## src/lru_pkg.sv

```systemverilog
`default_nettype none

package lru_pkg;

    localparam int TRACKED_KEYS = 16;
    localparam int KEY_W        = 4;
    localparam int CNT_W        = $clog2(TRACKED_KEYS + 1);

    localparam logic [1:0] ACT_TOUCH = 2'd0;
    localparam logic [1:0] ACT_EVICT = 2'd1;
    localparam logic [1:0] ACT_ERASE = 2'd2;

    typedef struct packed {
        logic [1:0]       action;
        logic [KEY_W-1:0] key;
    } t_cmd;

    typedef struct packed {
        logic             ok;
        logic [KEY_W-1:0] victim_key;
        logic [CNT_W-1:0] tracked_count;
    } t_res;

    typedef enum logic [1:0] {
        ST_IDLE,
        ST_UPDATE,
        ST_APPEND
    } t_state;

endpackage

`default_nettype wire

```

## src/lru_replacement_tracker.sv

```systemverilog
`default_nettype none

// LRU replacement tracker. Holds the set of frame indices that may be
// evicted, ordered by recency of use. A command word (touch, evict, erase)
// is taken when start is high and busy is low; exactly one result word
// follows on o_res, flagged by o_done for a single cycle. The
// receiver cannot stall, so the word must be captured in that cycle. The
// order is kept as a doubly linked list over keys: two 16-entry link
// memories (previous and next key), each with a registered read, plus
// head and tail registers and a flag per key. The link memories are read
// once as the command is taken; the update writes them back. Evict and
// erase finish in the update state; touch goes on to an append state
// that links the key at the most-recent end. A new command may be issued in
// the cycle that o_done is high. The link memories need no clearing after
// reset: only linked entries are ever followed.
module lru_replacement_tracker (
    input  wire logic          i_clk,
    input  wire logic          i_rst_n,
    input  wire logic          start,
    output logic               busy,
    input  wire lru_pkg::t_cmd i_cmd,
    output logic               o_done,
    output lru_pkg::t_res      o_res
);
    import lru_pkg::*;

    // link memories, indexed by key
    logic [KEY_W-1:0] r_prv_mem [TRACKED_KEYS];
    logic [KEY_W-1:0] r_nxt_mem [TRACKED_KEYS];
    logic [KEY_W-1:0] r_prv_q;
    logic [KEY_W-1:0] r_nxt_q;

    t_state                  r_state, n_state;
    t_cmd                    r_cmd;
    logic [KEY_W-1:0]        r_head, n_head;
    logic [KEY_W-1:0]        r_tail, n_tail;
    logic [CNT_W-1:0]        r_count, n_count;
    logic [TRACKED_KEYS-1:0] r_tracked, n_tracked;
    t_res                    r_res, n_res;
    logic                    r_done, n_done;

    logic             accept;
    logic [KEY_W-1:0] rd_addr;
    logic             prv_we, nxt_we;
    logic [KEY_W-1:0] prv_waddr, nxt_waddr;
    logic [KEY_W-1:0] prv_wdata, nxt_wdata;
    logic             is_head, is_tail;

    assign busy    = (r_state != ST_IDLE);
    assign accept  = start && !busy;
    // evict follows the head; touch and erase look up the key itself
    assign rd_addr = (i_cmd.action == ACT_EVICT) ? r_head : i_cmd.key;
    assign is_head = (r_head == r_cmd.key);
    assign is_tail = (r_tail == r_cmd.key);

    // link memory ports
    always_ff @(posedge i_clk) begin
        if (accept) begin
            r_prv_q <= r_prv_mem[rd_addr];
            r_nxt_q <= r_nxt_mem[rd_addr];
        end
        if (prv_we) begin
            r_prv_mem[prv_waddr] <= prv_wdata;
        end
        if (nxt_we) begin
            r_nxt_mem[nxt_waddr] <= nxt_wdata;
        end
    end

    always_ff @(posedge i_clk) begin
        if (!i_rst_n) begin
            r_state   <= ST_IDLE;
            r_count   <= '0;
            r_tracked <= '0;
            r_done    <= 1'b0;
        end else begin
            r_state   <= n_state;
            r_count   <= n_count;
            r_tracked <= n_tracked;
            r_done    <= n_done;
        end
    end

    always_ff @(posedge i_clk) begin
        if (accept) begin
            r_cmd <= i_cmd;
        end
        r_head <= n_head;
        r_tail <= n_tail;
        r_res  <= n_res;
    end

    always_comb begin
        n_state   = r_state;
        n_head    = r_head;
        n_tail    = r_tail;
        n_count   = r_count;
        n_tracked = r_tracked;
        n_res     = r_res;
        n_done    = 1'b0;
        prv_we    = 1'b0;
        nxt_we    = 1'b0;
        prv_waddr = r_cmd.key;
        nxt_waddr = r_prv_q;
        prv_wdata = r_prv_q;
        nxt_wdata = r_nxt_q;

        case (r_state)
            ST_IDLE: begin
                if (accept) begin
                    n_state = ST_UPDATE;
                end
            end

            ST_UPDATE: begin
                n_res.ok         = 1'b0;
                n_res.victim_key = '0;
                n_state          = ST_IDLE;
                n_done           = 1'b1;
                case (r_cmd.action)
                    ACT_TOUCH, ACT_ERASE: begin
                        if (r_tracked[r_cmd.key]) begin
                            // unlink the key: bridge its neighbours
                            if (is_head) begin
                                n_head = r_nxt_q;
                            end else begin
                                nxt_we    = 1'b1;
                                nxt_waddr = r_prv_q;
                                nxt_wdata = r_nxt_q;
                            end
                            if (is_tail) begin
                                n_tail = r_prv_q;
                            end else begin
                                prv_we    = 1'b1;
                                prv_waddr = r_nxt_q;
                                prv_wdata = r_prv_q;
                            end
                            n_count = r_count - CNT_W'(1);
                            n_tracked[r_cmd.key] = 1'b0;
                            n_res.ok = 1'b1;
                        end
                        if (r_cmd.action == ACT_TOUCH) begin
                            n_state = ST_APPEND;
                            n_done  = 1'b0;
                        end
                    end
                    ACT_EVICT: begin
                        if (r_count != '0) begin
                            n_head           = r_nxt_q;
                            n_count          = r_count - CNT_W'(1);
                            n_tracked[r_head] = 1'b0;
                            n_res.ok         = 1'b1;
                            n_res.victim_key = r_head;
                        end
                    end
                    default: begin
                        // unused code: no change
                    end
                endcase
                n_res.tracked_count = n_count;
            end

            ST_APPEND: begin
                // link the key in at the most-recent end
                if (r_count == '0) begin
                    n_head = r_cmd.key;
                end else begin
                    nxt_we    = 1'b1;
                    nxt_waddr = r_tail;
                    nxt_wdata = r_cmd.key;
                    prv_we    = 1'b1;
                    prv_waddr = r_cmd.key;
                    prv_wdata = r_tail;
                end
                n_tail               = r_cmd.key;
                n_count              = r_count + CNT_W'(1);
                n_tracked[r_cmd.key] = 1'b1;
                n_res.ok             = 1'b1;
                n_res.victim_key     = '0;
                n_res.tracked_count  = n_count;
                n_state              = ST_IDLE;
                n_done               = 1'b1;
            end

            default: begin
                n_state = ST_IDLE;
            end
        endcase
    end

    assign o_done = r_done;
    assign o_res  = r_res;

    // count never passes the key range
    a_count_range: assert property (@(posedge i_clk) disable iff (!i_rst_n)
        r_count <= CNT_W'(TRACKED_KEYS))
        else $error("tracked count out of range");

    // between commands the flags and the count agree
    a_flags_count: assert property (@(posedge i_clk) disable iff (!i_rst_n)
        (r_state == ST_IDLE) |-> ($countones(r_tracked) == 32'(r_count)))
        else $error("tracked flags disagree with count");

    // a result only ever closes a command in progress
    a_done_busy: assert property (@(posedge i_clk) disable iff (!i_rst_n)
        o_done |-> $past(busy))
        else $error("result without a command");

    // an evicted key is no longer tracked
    a_victim_dropped: assert property (@(posedge i_clk) disable iff (!i_rst_n)
        (o_done && o_res.ok && r_cmd.action == ACT_EVICT)
            |-> !r_tracked[o_res.victim_key])
        else $error("victim still tracked");

    // a successful touch leaves the key tracked at the tail
    a_touch_tail: assert property (@(posedge i_clk) disable iff (!i_rst_n)
        (o_done && r_cmd.action == ACT_TOUCH)
            |-> (r_tracked[r_cmd.key] && r_tail == r_cmd.key))
        else $error("touched key not at most-recent end");

endmodule

`default_nettype wire

```

## config.mk

```make
export PLATFORM = sky130hd
export DESIGN_NAME = lru_replacement_tracker
export DESIGN_NICKNAME = d
export VERILOG_FILES = /design/src/lru_pkg.sv /design/src/lru_replacement_tracker.sv
export SDC_FILE = /design/constraint.sdc
export NUM_CORES = 1
export LEC_CHECK = 0
export BUFFER_PORTS_ARGS = -buffer_cell sky130_fd_sc_hd__buf_2
export CAP_MARGIN = 20
export CELL_PAD_IN_SITES_DETAIL_PLACEMENT = 1
export CELL_PAD_IN_SITES_GLOBAL_PLACEMENT = 2
export CORE_MARGIN = 3
export CORE_UTILIZATION = 47
export CTS_BUF_LIST = sky130_fd_sc_hd__clkbuf_2 sky130_fd_sc_hd__clkbuf_4 sky130_fd_sc_hd__clkbuf_8
export DETAILED_ROUTE_END_ITERATION = 10
export PLACE_DENSITY_LB_ADDON = 0.2
export SKIP_LAST_GASP = 1
export SYNTH_ARGS = -nofsm -noshare
export SYNTH_HDL_FRONTEND = slang
export SYNTH_SLANG_ARGS = --single-unit
```

## constraint.sdc

```tcl
create_clock -name i_clk -period 4 [get_ports i_clk]
set_input_delay 0.4 -clock i_clk [delete_from_list [all_inputs] [get_ports i_clk]]
set_output_delay 0.4 -clock i_clk [all_outputs]
set_load 0.03 [all_outputs]
```

==> results of run 1 <==
-- cell families after synthesis --
| kind of cell | share of synthesized area |
|---|---|
| multiplexers | 0.168 |
| XOR/XNOR | 0.0121 |
| buffers and inverters | 0.0314 |
| AO/OA/AOI/OAI | 0.0701 |
| AND/OR/NAND/NOR | 0.102 |
| adder cells (fa/ha/maj) | 0.00864 |
| flip-flops | 0.608 |
-- metrics by stage --
step | power, W | area (um^2) | hold slack (ns)
floorplan | 0.00265 | 8690 | 0.445
global placement | 0.00282 | 9060 | 0.473
detailed placement | 0.00284 | 9060 | 0.474
CTS | 0.00412 | 9490 | 0.0933
global route | 0.00427 | 9490 | 0.0801
finish | 0.00409 | 9490 | 0.115
-- critical path: cells and delay by family (launching register included) --
kind                   cells  cell delay [ns]
flip-flops                 1             0.86
XOR/XNOR                   1             0.32
multiplexers               1             0.51
buffers and inverters      1             0.33
AO/OA/AOI/OAI              2             0.47
AND/OR/NAND/NOR            1             0.79
-- power breakdown --
part | leakage (nW) | switching [W] | internal, W
clock | 0.207 | 0.000806 | 0.000490
combinational | 1.32 | 0.000379 | 0.000196
sequential | 1.65 | 0.0000503 | 0.00217
total | 3.17 | 0.00124 | 0.00285
-- cell usage in the layout (no fill, tap or decap), types with 9 or more instances in the layout --
cell type	n
nand2b_1	9
a21oi_1	11
o22ai_1	20
nor4_1	27
nor2_1	14
mux2i_1	47
nand3_1	16
buf_2	20
nand2_1	48
mux2_2	12
o21ai_0	17
inv_1	26
dfxtp_1	24
clkbuf_8	17
edfxtp_1	160
buf_4	17
and3_1	14
mux4_2	36
nor3_1	10
-- per-layer routing --
layer | share of wire | wire, um
met2 | 0.53 | 11100
met5 | 0 | 0
met1 | 0.43 | 9070
met3 | 0.029 | 604
met4 | 0.016 | 335
-- registers in the layout, indices dropped and copies added (netlist names) --
name / count
r_nxt_q: 4
r_state: 2
r_prv_q: 4
r_prv_mem: 64
r_count: 5
o_res: 10
r_tail: 4
r_cmd: 6
r_head: 4
r_tracked: 16
r_nxt_mem: 64
o_done: 1
-- final timing paths --
path / from / end / cells after the start
max: r_cmd[1]$_DFFE_PP_ / r_prv_mem[14][2]$_DFFE_PP_ / 6
min reg2reg: r_tracked[9]$_SDFFE_PN0P_ / r_tracked[9]$_SDFFE_PN0P_ / 2
min: i_cmd[5] / r_cmd[5]$_DFFE_PP_ / 1
max reg2reg: r_cmd[1]$_DFFE_PP_ / r_prv_mem[14][2]$_DFFE_PP_ / 6
-- final cells by class --
class                           instances  area [um^2]  share of cell area
Clock buffer                           17          234              0.0247
Clock inverter                         15          190              0.0200
Inverter                               27          101              0.0107
Multi-Input combinational cell        367         3160               0.333
Sequential cell                       184         5290               0.557
Tap cell                              229          287              0.0302
Timing Repair Buffer                   37          228              0.0240
==> results by group, run 1 <==
Logic synthesis
  – Area leader, netlist: edfxtp_1
  – Most frequent cell after synthesis: edfxtp_1
  – Main synth FF type: edfxtp_1
  – Post-Syn Instances: 618
  – Post-synth EDFFs: 160
  – Post-synth cell types: 55
  – Post-synth top cells: edfxtp_1 (160), mux2i_1 (50), nand2_1 (48)
  – Post-synth top area share: 0.553
  – Register area share after synthesis: 0.608
  – Post-Syn Nets: 633
  – Post-synthesis average cell area: approximately 14 um^2
  – Synth warnings: 0
  – Top cells by area, synth: edfxtp_1 (55%), mux4_2 (9.3%), mux2i_1 (5.8%)
  – Post-synth ARST share: 0
  – Synthesized cell area: just under 9000 um^2
  – #FFs+latches synth: around 180

Floorplanning
  – Core area: 18100 um^2
  – Die area: 20200 um^2
  – Top-Level Pins: 21
  – Die H: 142 um
  – Die span in x: 142 um
  – Starting Density: 0.481
  – Row count: roughly 50

CTS
  – CTS buffer count: 17
  – Root Driver: clkbuf_8
  – Setup Fix Bufs, Post-CTS: 0
  – Clk sinks: roughly 180
  – H-tree depth: 4
  – CTS tree: yes
  – CTS max path bufs: 2
  – Clock latency on the worst-skew pair: between 0.4 and 0.5 ns
  – Clock transition at path regs: around 0.11 ns
  – Hold Buf Count CTS: 0
  – Post-cts resize count: 0

Setup path
  – R2r setup slk: about 0.35 ns
  – Top fanout value on the critical path: 18
  – Worst path max stage delay: 0.86 ns
  – Crit path DAT: about 3.8 ns
  – CP Class: reg2reg
  – CP startpoint kind: flop
  – Worst-path cell chain: buf_4 > xor2_1 > o41ai_2 > o22ai_4 > mux2_1 > nor4_1
  – Setup crit end kind: flop
  – Critical path data required time: between 4 and 5 ns
  – Critical-path top delay cell: edfxtp_1

STA
  – Worst Max-Slew Pin Slew: ~1 ns
  – RSZ-0062 raised after global routing: no
  – Slew Limit Fails: 0
  – Final setup TNS: 0 ns
  – Slew HR: 0.325
  – Min cycle time layout: roughly 3.6 ns
  – Fmax: about 270 MHz
  – Final Hold Violating Endpoints: 0
  – Final Cycle Share: 0.912
  – Worst Skew: 0.0174 ns
  – Final WS setup: ~0.35 ns
  – Setup-failing EPs final: 0

Cells and area
  – Layout area overhead: 9.16%
  – Fin cells: approximately 880
  – Ratio of cells with drive above 1 in the final layout: 0.199
  – ANT cells: 0
  – Layout Nets: around 650
  – Fin util: 0.525
  – Fill cell total of the finished layout: 1779

Route
  – WL final: 21100 um
  – Routed len/inst: ~24 um
  – DR vias/cell: 6.14
  – Residual DRC: 0
  – Via count: 5383
  – First-pass DRT Iterations: 5
  – DR iter-0 viols: about 330
  – Post-route ant nets: 0

Global routing
  – Busiest grt layer: met2
  – First-pass GRT wire length: between 30000 and 40000 um
  – Tot GR Track Use: 0.221
  – Vias in the first global route: around 5800
  – GRT overflow: 0
  – M1 GR Usage: 0.281
  – GR Layer Usage met3: 0.0423
  – Antenna violations before repair: 0
  – Largest net degree at the start of global routing: 40
  – Met2 Use GR: 0.389

Hold path
  – Hold/Removal Path Class: in2reg

Placed design
  – Routability Congestion: about 0.86
  – Post-DP HPWL: 14900 um
  – Cell Count Post-Placement: around 840
  – Worst slack, placed: 0.351 ns
  – IO buf count: 20

Pwr
  – PwrDens: about 430 nW/um^2
  – P_leak: between 3 and 4 nW
  – Max rail drop VDD: approximately 280 uV

Run status
  – Outcome: complete, no violations

Flow run
  – Max-cap violations: 0
Power figures use the tool's default switching activity.
==> run 2: changes to the inputs <==
Settings changed: REMOVE_ABC_BUFFERS set to 1.
==> run 2 against run 1 <==
Total power is 2.6% lower. Global-route usage is 0.81 points lower. Critical path type unchanged. Worst setup slack worse by 0.029 ns. Fmax is 0.78% lower.
==> results by group, run 2 (synthesis gave the netlist of run 1 again) <==
Pwr
  – P_leak: between 3 and 4 nW
  – Max rail drop VDD: ~260 uV
  – PwrDens: ~420 nW/um^2

Placed design
  – Post-DP HPWL: about 14000 um
  – Routability Congestion: approximately 0.86
  – IO buf count: 20

Route
  – Metal2 WL: approximately 11000 um
  – Via count: around 5300
  – DR vias/cell: ~6
  – WL final: about 20000 um
  – DR top layer: met4
  – Wl on met1: 9160 um
  – Residual DRC: 0
  – Post-route ant nets: 0
  – Met3 Routed Length: approximately 600 um
  – Routed len/inst: about 23 um
  – First-pass DRT Iterations: 4
  – DR iter-0 viols: around 290

Cells and area
  – Most frequent cells in the layout: edfxtp_1 (160), nand2_1 (48), mux2i_1 (47)
  – Layout Nets: 654
  – Ratio of cells with drive above 1 in the final layout: 0.204
  – Top Registers: r_nxt_mem x64, r_prv_mem x64, r_tracked x16
  – Layout area overhead: 9.08%
  – ANT cells: 0
  – Fin util: 0.524
  – Most common cell after layout, fill and taps aside: edfxtp_1

CTS
  – H-tree depth: 4
  – Clk sinks: 184
  – CTS max path bufs: 2
  – Root Driver: clkbuf_8
  – CTS buffer count: 17
  – Post-cts resize count: 0
  – Clock transition at path regs: roughly 0.1 ns
  – Setup Fix Bufs, Post-CTS: 0
  – CTS tree: yes
  – Hold Buf Count CTS: 0
  – Clock latency on the worst-skew pair: ~0.47 ns

STA
  – Final Cycle Share: 0.919
  – Slew HR: 0.330
  – Worst Max-Slew Pin Slew: approximately 1.0 ns
  – Fmax: around 270 MHz
  – Final Hold Violating Endpoints: 0
  – Slew Limit Fails: 0
  – Worst Skew: 0.0179 ns
  – Setup-failing EPs final: 0
  – Worst hold margin: ~0.12 ns
  – Min cycle time layout: roughly 3.7 ns
  – RSZ-0062 raised after global routing: no

Floorplanning
  – Core area: around 18000 um^2
  – Top-Level Pins: 21
  – Die area: around 20000 um^2
  – Starting Density: 0.481
  – Row count: 49
  – Die span in x: 142 um
  – Die H: about 140 um

Flow run
  – Max-cap violations: 0

Setup path
  – Critical path data required time: approximately 4.1 ns
  – Setup crit end kind: flop
  – CP startpoint kind: flop
  – Crit path DAT: roughly 3.8 ns
  – CP Class: reg2reg
  – Top fanout value on the critical path: 17

Hold path
  – Hold/Removal Path Class: in2reg

Global routing
  – Vias in the first global route: roughly 5600
  – First-pass GRT wire length: around 32000 um
  – Largest net degree at the start of global routing: 40
  – GRT overflow: 0
  – Antenna violations before repair: 0
  – Tot GR Track Use: 0.212

Run status
  – Outcome: complete, no violations
==> run 2: cell types whose count changed in the layout (fill, tap and decap cells not counted), moves of 2 or more <==
cell	delta
inv_12	-3
buf_4	+2
clkinv_2	+2
clkinv_8	-2
inv_6	+2
==> run 2: where the power goes <==
part           internal (W)  switching, W
Sequential          0.00217     0.0000517
Combinational      0.000198      0.000374
Clock              0.000455      0.000737
==> run 2: metal layers <==
layer | vias up | GRT usage
met5 | - | 0
met2 | 82 | 0.361
met4 | 0 | 0.0581
met1 | 2717 | 0.283
met3 | 21 | 0.0400
li1 | 2474 | -
==> run 2: layout make-up <==
class / instances / area (um^2)
Inverter: 27 / 101
Multi-Input combinational cell: 367 / 3160
Clock buffer: 17 / 234
Timing Repair Buffer: 42 / 273
Tap cell: 229 / 287
Sequential cell: 184 / 5290
Fill cell: 1764 / 8600
Clock inverter: 15 / 139
==> run 2: worst paths after layout <==
check	startpoint	endpoint	slack, ns	depth (start not counted)
max	r_cmd[1]$_DFFE_PP_	r_prv_mem[12][1]$_DFFE_PP_	0.32	5
min reg2reg	r_tracked[5]$_SDFFE_PN0P_	r_tracked[5]$_SDFFE_PN0P_	0.50	2
max reg2reg	r_cmd[1]$_DFFE_PP_	r_prv_mem[12][1]$_DFFE_PP_	0.32	5
min	i_cmd[5]	r_cmd[5]$_DFFE_PP_	0.12	1
==> run 2: metrics by stage <==
step / setup slack, ns / power (W) / instance area, um^2 / TNS [ns] / cells
final: 0.324 / 0.00398 / 9480 / 0 / 881
after global routing: 0.138 / 0.00416 / 9480 / 0 / 881
after CTS: 0.340 / 0.00401 / 9460 / 0 / 878
after detailed placement: 0.342 / 0.00284 / 9090 / 0 / 846
after global placement: 0.486 / 0.00282 / 9090 / 0 / 846
after floorplan: -0.721 / 0.00264 / 8520 / -5.77 / 578
==> run 2: critical path: stages (launching register included) <==
cell and delay, ns:
edfxtp_1 0.88, mux2i_1 0.16, mux4_2 0.59, o22ai_4 0.34, mux2_1 0.51, nor4_1 0.83
==> run 3: changes to the inputs <==
Settings changed: ABC_AREA set to 1, CORE_UTILIZATION 47 to 43, CTS_CLUSTER_SIZE set to 10.
==> run 3 against run 2 <==
Utilization decreased by 4.0 points. Critical path type unchanged. Die area increased by 6.8%. Cell area decreased by 2.6%. Non-clock buffer count decreased by 8. Critical path depth increased by 7. Clock power increased by 7%. First-iteration DRC count increased by 77%. Sequential power increased by 3%. Register-to-register slack improved by 0.37 ns. Area after synthesis decreased by 2.0%.
==> results by group, run 3 <==
Run status
  – Outcome: complete, no violations

CTS
  – Clock transition at path regs: ~0.1 ns
  – Root Driver: clkbuf_8
  – Post-cts resize count: 0
  – Clk sinks: 184
  – Setup Fix Bufs, Post-CTS: 0
  – CTS buffer count: 17
  – H-tree depth: 4
  – Hold Buf Count CTS: 0
  – CTS max path bufs: 2
  – Clock latency on the worst-skew pair: approximately 0.48 ns
  – CTS tree: yes

Pwr
  – Clk pwr share: 0.294
  – Logic gate share of total power: 0.176
  – Sequential power share: 0.531
  – Switching pwr: 0.00137 W
  – Max rail drop VDD: between 200 and 250 uV
  – Sw Share: 0.317
  – PwrDens: around 470 nW/um^2
  – Int Pwr: 0.00295 W
  – P_leak: around 3.2 nW

Setup path
  – Reg2Reg Depth: 12
  – R2r setup slk: a little under 0.7 ns
  – Setup crit end kind: flop
  – Crit path DAT: 3.44 ns
  – Critical path data required time: 4.13 ns
  – Reg-to-reg endpoint: r_prv_mem[12][1]$_DFFE_PP_
  – Top fanout value on the critical path: 18
  – CP Class: reg2reg
  – CP startpoint kind: flop
  – Crit Reg-Reg Startpoint: r_cmd[0]$_DFFE_PP_

Cells and area
  – Most frequent cells in the layout: edfxtp_1 (160), nand2_1 (122), nor2_1 (116)
  – Fill cell total of the finished layout: around 2100
  – Ratio of cells with drive above 1 in the final layout: 0.0944
  – Layout area overhead: 8.44%
  – Most common cell after layout, fill and taps aside: edfxtp_1
  – Top Registers: r_nxt_mem x64, r_prv_mem x64, r_tracked x16
  – Layout Nets: 872
  – ANT cells: 0

Logic synthesis
  – Post-synth EDFFs: 160
  – Post-synth cell types: 36
  – #FFs+latches synth: around 180
  – Main synth FF type: edfxtp_1
  – Post-synth top area share: 0.564
  – Post-synth ARST share: 0
  – Synthesized cell area: 8520 um^2
  – Area leader, netlist: edfxtp_1
  – Post-synth top cells: edfxtp_1 (160), nand2_1 (123), nor2_1 (116)
  – Synth warnings: 0
  – Post-synthesis average cell area: slightly above 10 um^2
  – Register area share after synthesis: 0.620
  – Most frequent cell after synthesis: edfxtp_1
  – Top cells by area, synth: edfxtp_1 (56%), o21ai_0 (5.9%), dfxtp_1 (5.6%)
  – Post-Syn Instances: between 800 and 900

STA
  – Slew HR: 0.370
  – Final Hold Violating Endpoints: 0
  – Worst Max-Slew Pin Slew: between 0.9 and 1 ns
  – Final Cycle Share: 0.827
  – Slew Limit Fails: 0
  – Min cycle time layout: ~3.3 ns
  – Worst hold margin: around 0.12 ns
  – Fmax: ~300 MHz
  – Final setup TNS: 0 ns
  – Worst Skew: 0.0148 ns
  – RSZ-0062 raised after global routing: no
  – Setup-failing EPs final: 0

Floorplanning
  – Starting Density: 0.446
  – Top-Level Pins: 21
  – Row count: 50
  – Core area: 19100 um^2
  – Die H: around 150 um
  – Die area: 21500 um^2
  – Die span in x: around 150 um

Placed design
  – IO buf count: 20
  – Post-DP HPWL: approximately 16000 um
  – Routability Congestion: approximately 0.81

Route
  – Via count: roughly 6400
  – Residual DRC: 0
  – Post-route ant nets: 0
  – WL final: between 20000 and 25000 um
  – DR iter-0 viols: between 500 and 600
  – DR vias/cell: 5.69
  – Routed len/inst: just over 20 um
  – First-pass DRT Iterations: 5

Global routing
  – Largest net degree at the start of global routing: 65
  – First-pass GRT wire length: about 37000 um
  – Tot GR Track Use: 0.220
  – GRT overflow: 0
  – Antenna violations before repair: 0
  – Vias in the first global route: roughly 6700

Flow run
  – Max-cap violations: 0

Hold path
  – Worst Hold Depth: 1
  – Min-Delay Endpoint: r_cmd[5]$_DFFE_PP_
  – Hold/Removal Path Class: in2reg
  – HP Start: i_cmd[5]
==> run 3: logic make-up after synthesis <==
group | after synthesis | share of synthesized area
flops | 184 | 0.620
compound gates | 219 | 0.150
fa+ha+maj | 6 | 0.00881
xor+xnor | 12 | 0.0123
buf+inv | 112 | 0.0561
simple gates | 313 | 0.152
==> run 3: metrics by stage <==
step	worst slack [ns]	utilization	std cells	instance area [um^2]	total power [W]
after floorplan	0.902	-	804	8310	0.00280
after global placement	0.875	0.463	1098	8840	0.00307
after detailed placement	0.693	0.463	1098	8840	0.00310
after CTS	0.661	0.484	1129	9240	0.00435
after global routing	0.322	0.484	1129	9240	0.00453
final	0.693	0.484	1129	9240	0.00432
==> run 3: layer usage <==
metal | routed length (um) | up-vias | global-route usage
met4 | 291 | 0 | 0.0522
met5 | 0 | - | 0
li1 | - | 3007 | -
met3 | 740 | 22 | 0.0364
met2 | 11300 | 115 | 0.365
met1 | 11000 | 3276 | 0.306
==> run 3: critical path, stage by stage (launching register included) <==
cell and delay (ns):
edfxtp_1 0.85, nand2_1 0.20, nand2_1 0.12, nand2_1 0.06
nand2_1 0.09, nand2_1 0.06, nand2_1 0.16, nor2_2 0.08
inv_2 0.08, nand3_4 0.15, o21ai_0 0.40, nand2_1 0.26
nor2_1 0.42
==> run 3: worst max path at each step <==
stage | end | start | slack [ns]
5_1_grt | r_prv_mem[2][1]$_DFFE_PP_ | r_cmd[0]$_DFFE_PP_ | 0.32
3_5_place_dp | r_prv_mem[12][2]$_DFFE_PP_ | r_cmd[0]$_DFFE_PP_ | 0.69
3_3_place_gp | r_nxt_mem[4][0]$_DFFE_PP_ | r_cmd[0]$_DFFE_PP_ | 0.87
2_1_floorplan | r_head[0]$_DFFE_PP_ | r_state[0]$_SDFFE_PN0P_ | 0.90
6_report | r_prv_mem[12][1]$_DFFE_PP_ | r_cmd[0]$_DFFE_PP_ | 0.69
4_1_cts | r_prv_mem[12][0]$_DFFE_PP_ | r_cmd[0]$_DFFE_PP_ | 0.66
==> run 3: area by class of cell <==
cell class                 instances  area (um^2)  share of cell area
clock buffer                      18          241              0.0261
clock inverter                    13          154              0.0167
inverter                          70          265              0.0287
multi-input combinational        550         2760               0.299
sequential                       184         5290               0.572
tap                              260          325              0.0352
timing repair buffer              34          205              0.0222
==> run 3: power by group through the flow <==
stage	Combinational, W	Clock, W	Sequential (W)
6_report	0.000760	0.00127	0.00229
5_1_grt	0.000846	0.00138	0.00230
4_1_cts	0.000764	0.00130	0.00229
3_5_place_dp	0.000763	0	0.00234
3_3_place_gp	0.000736	0	0.00233
2_1_floorplan	0.000427	0	0.00238
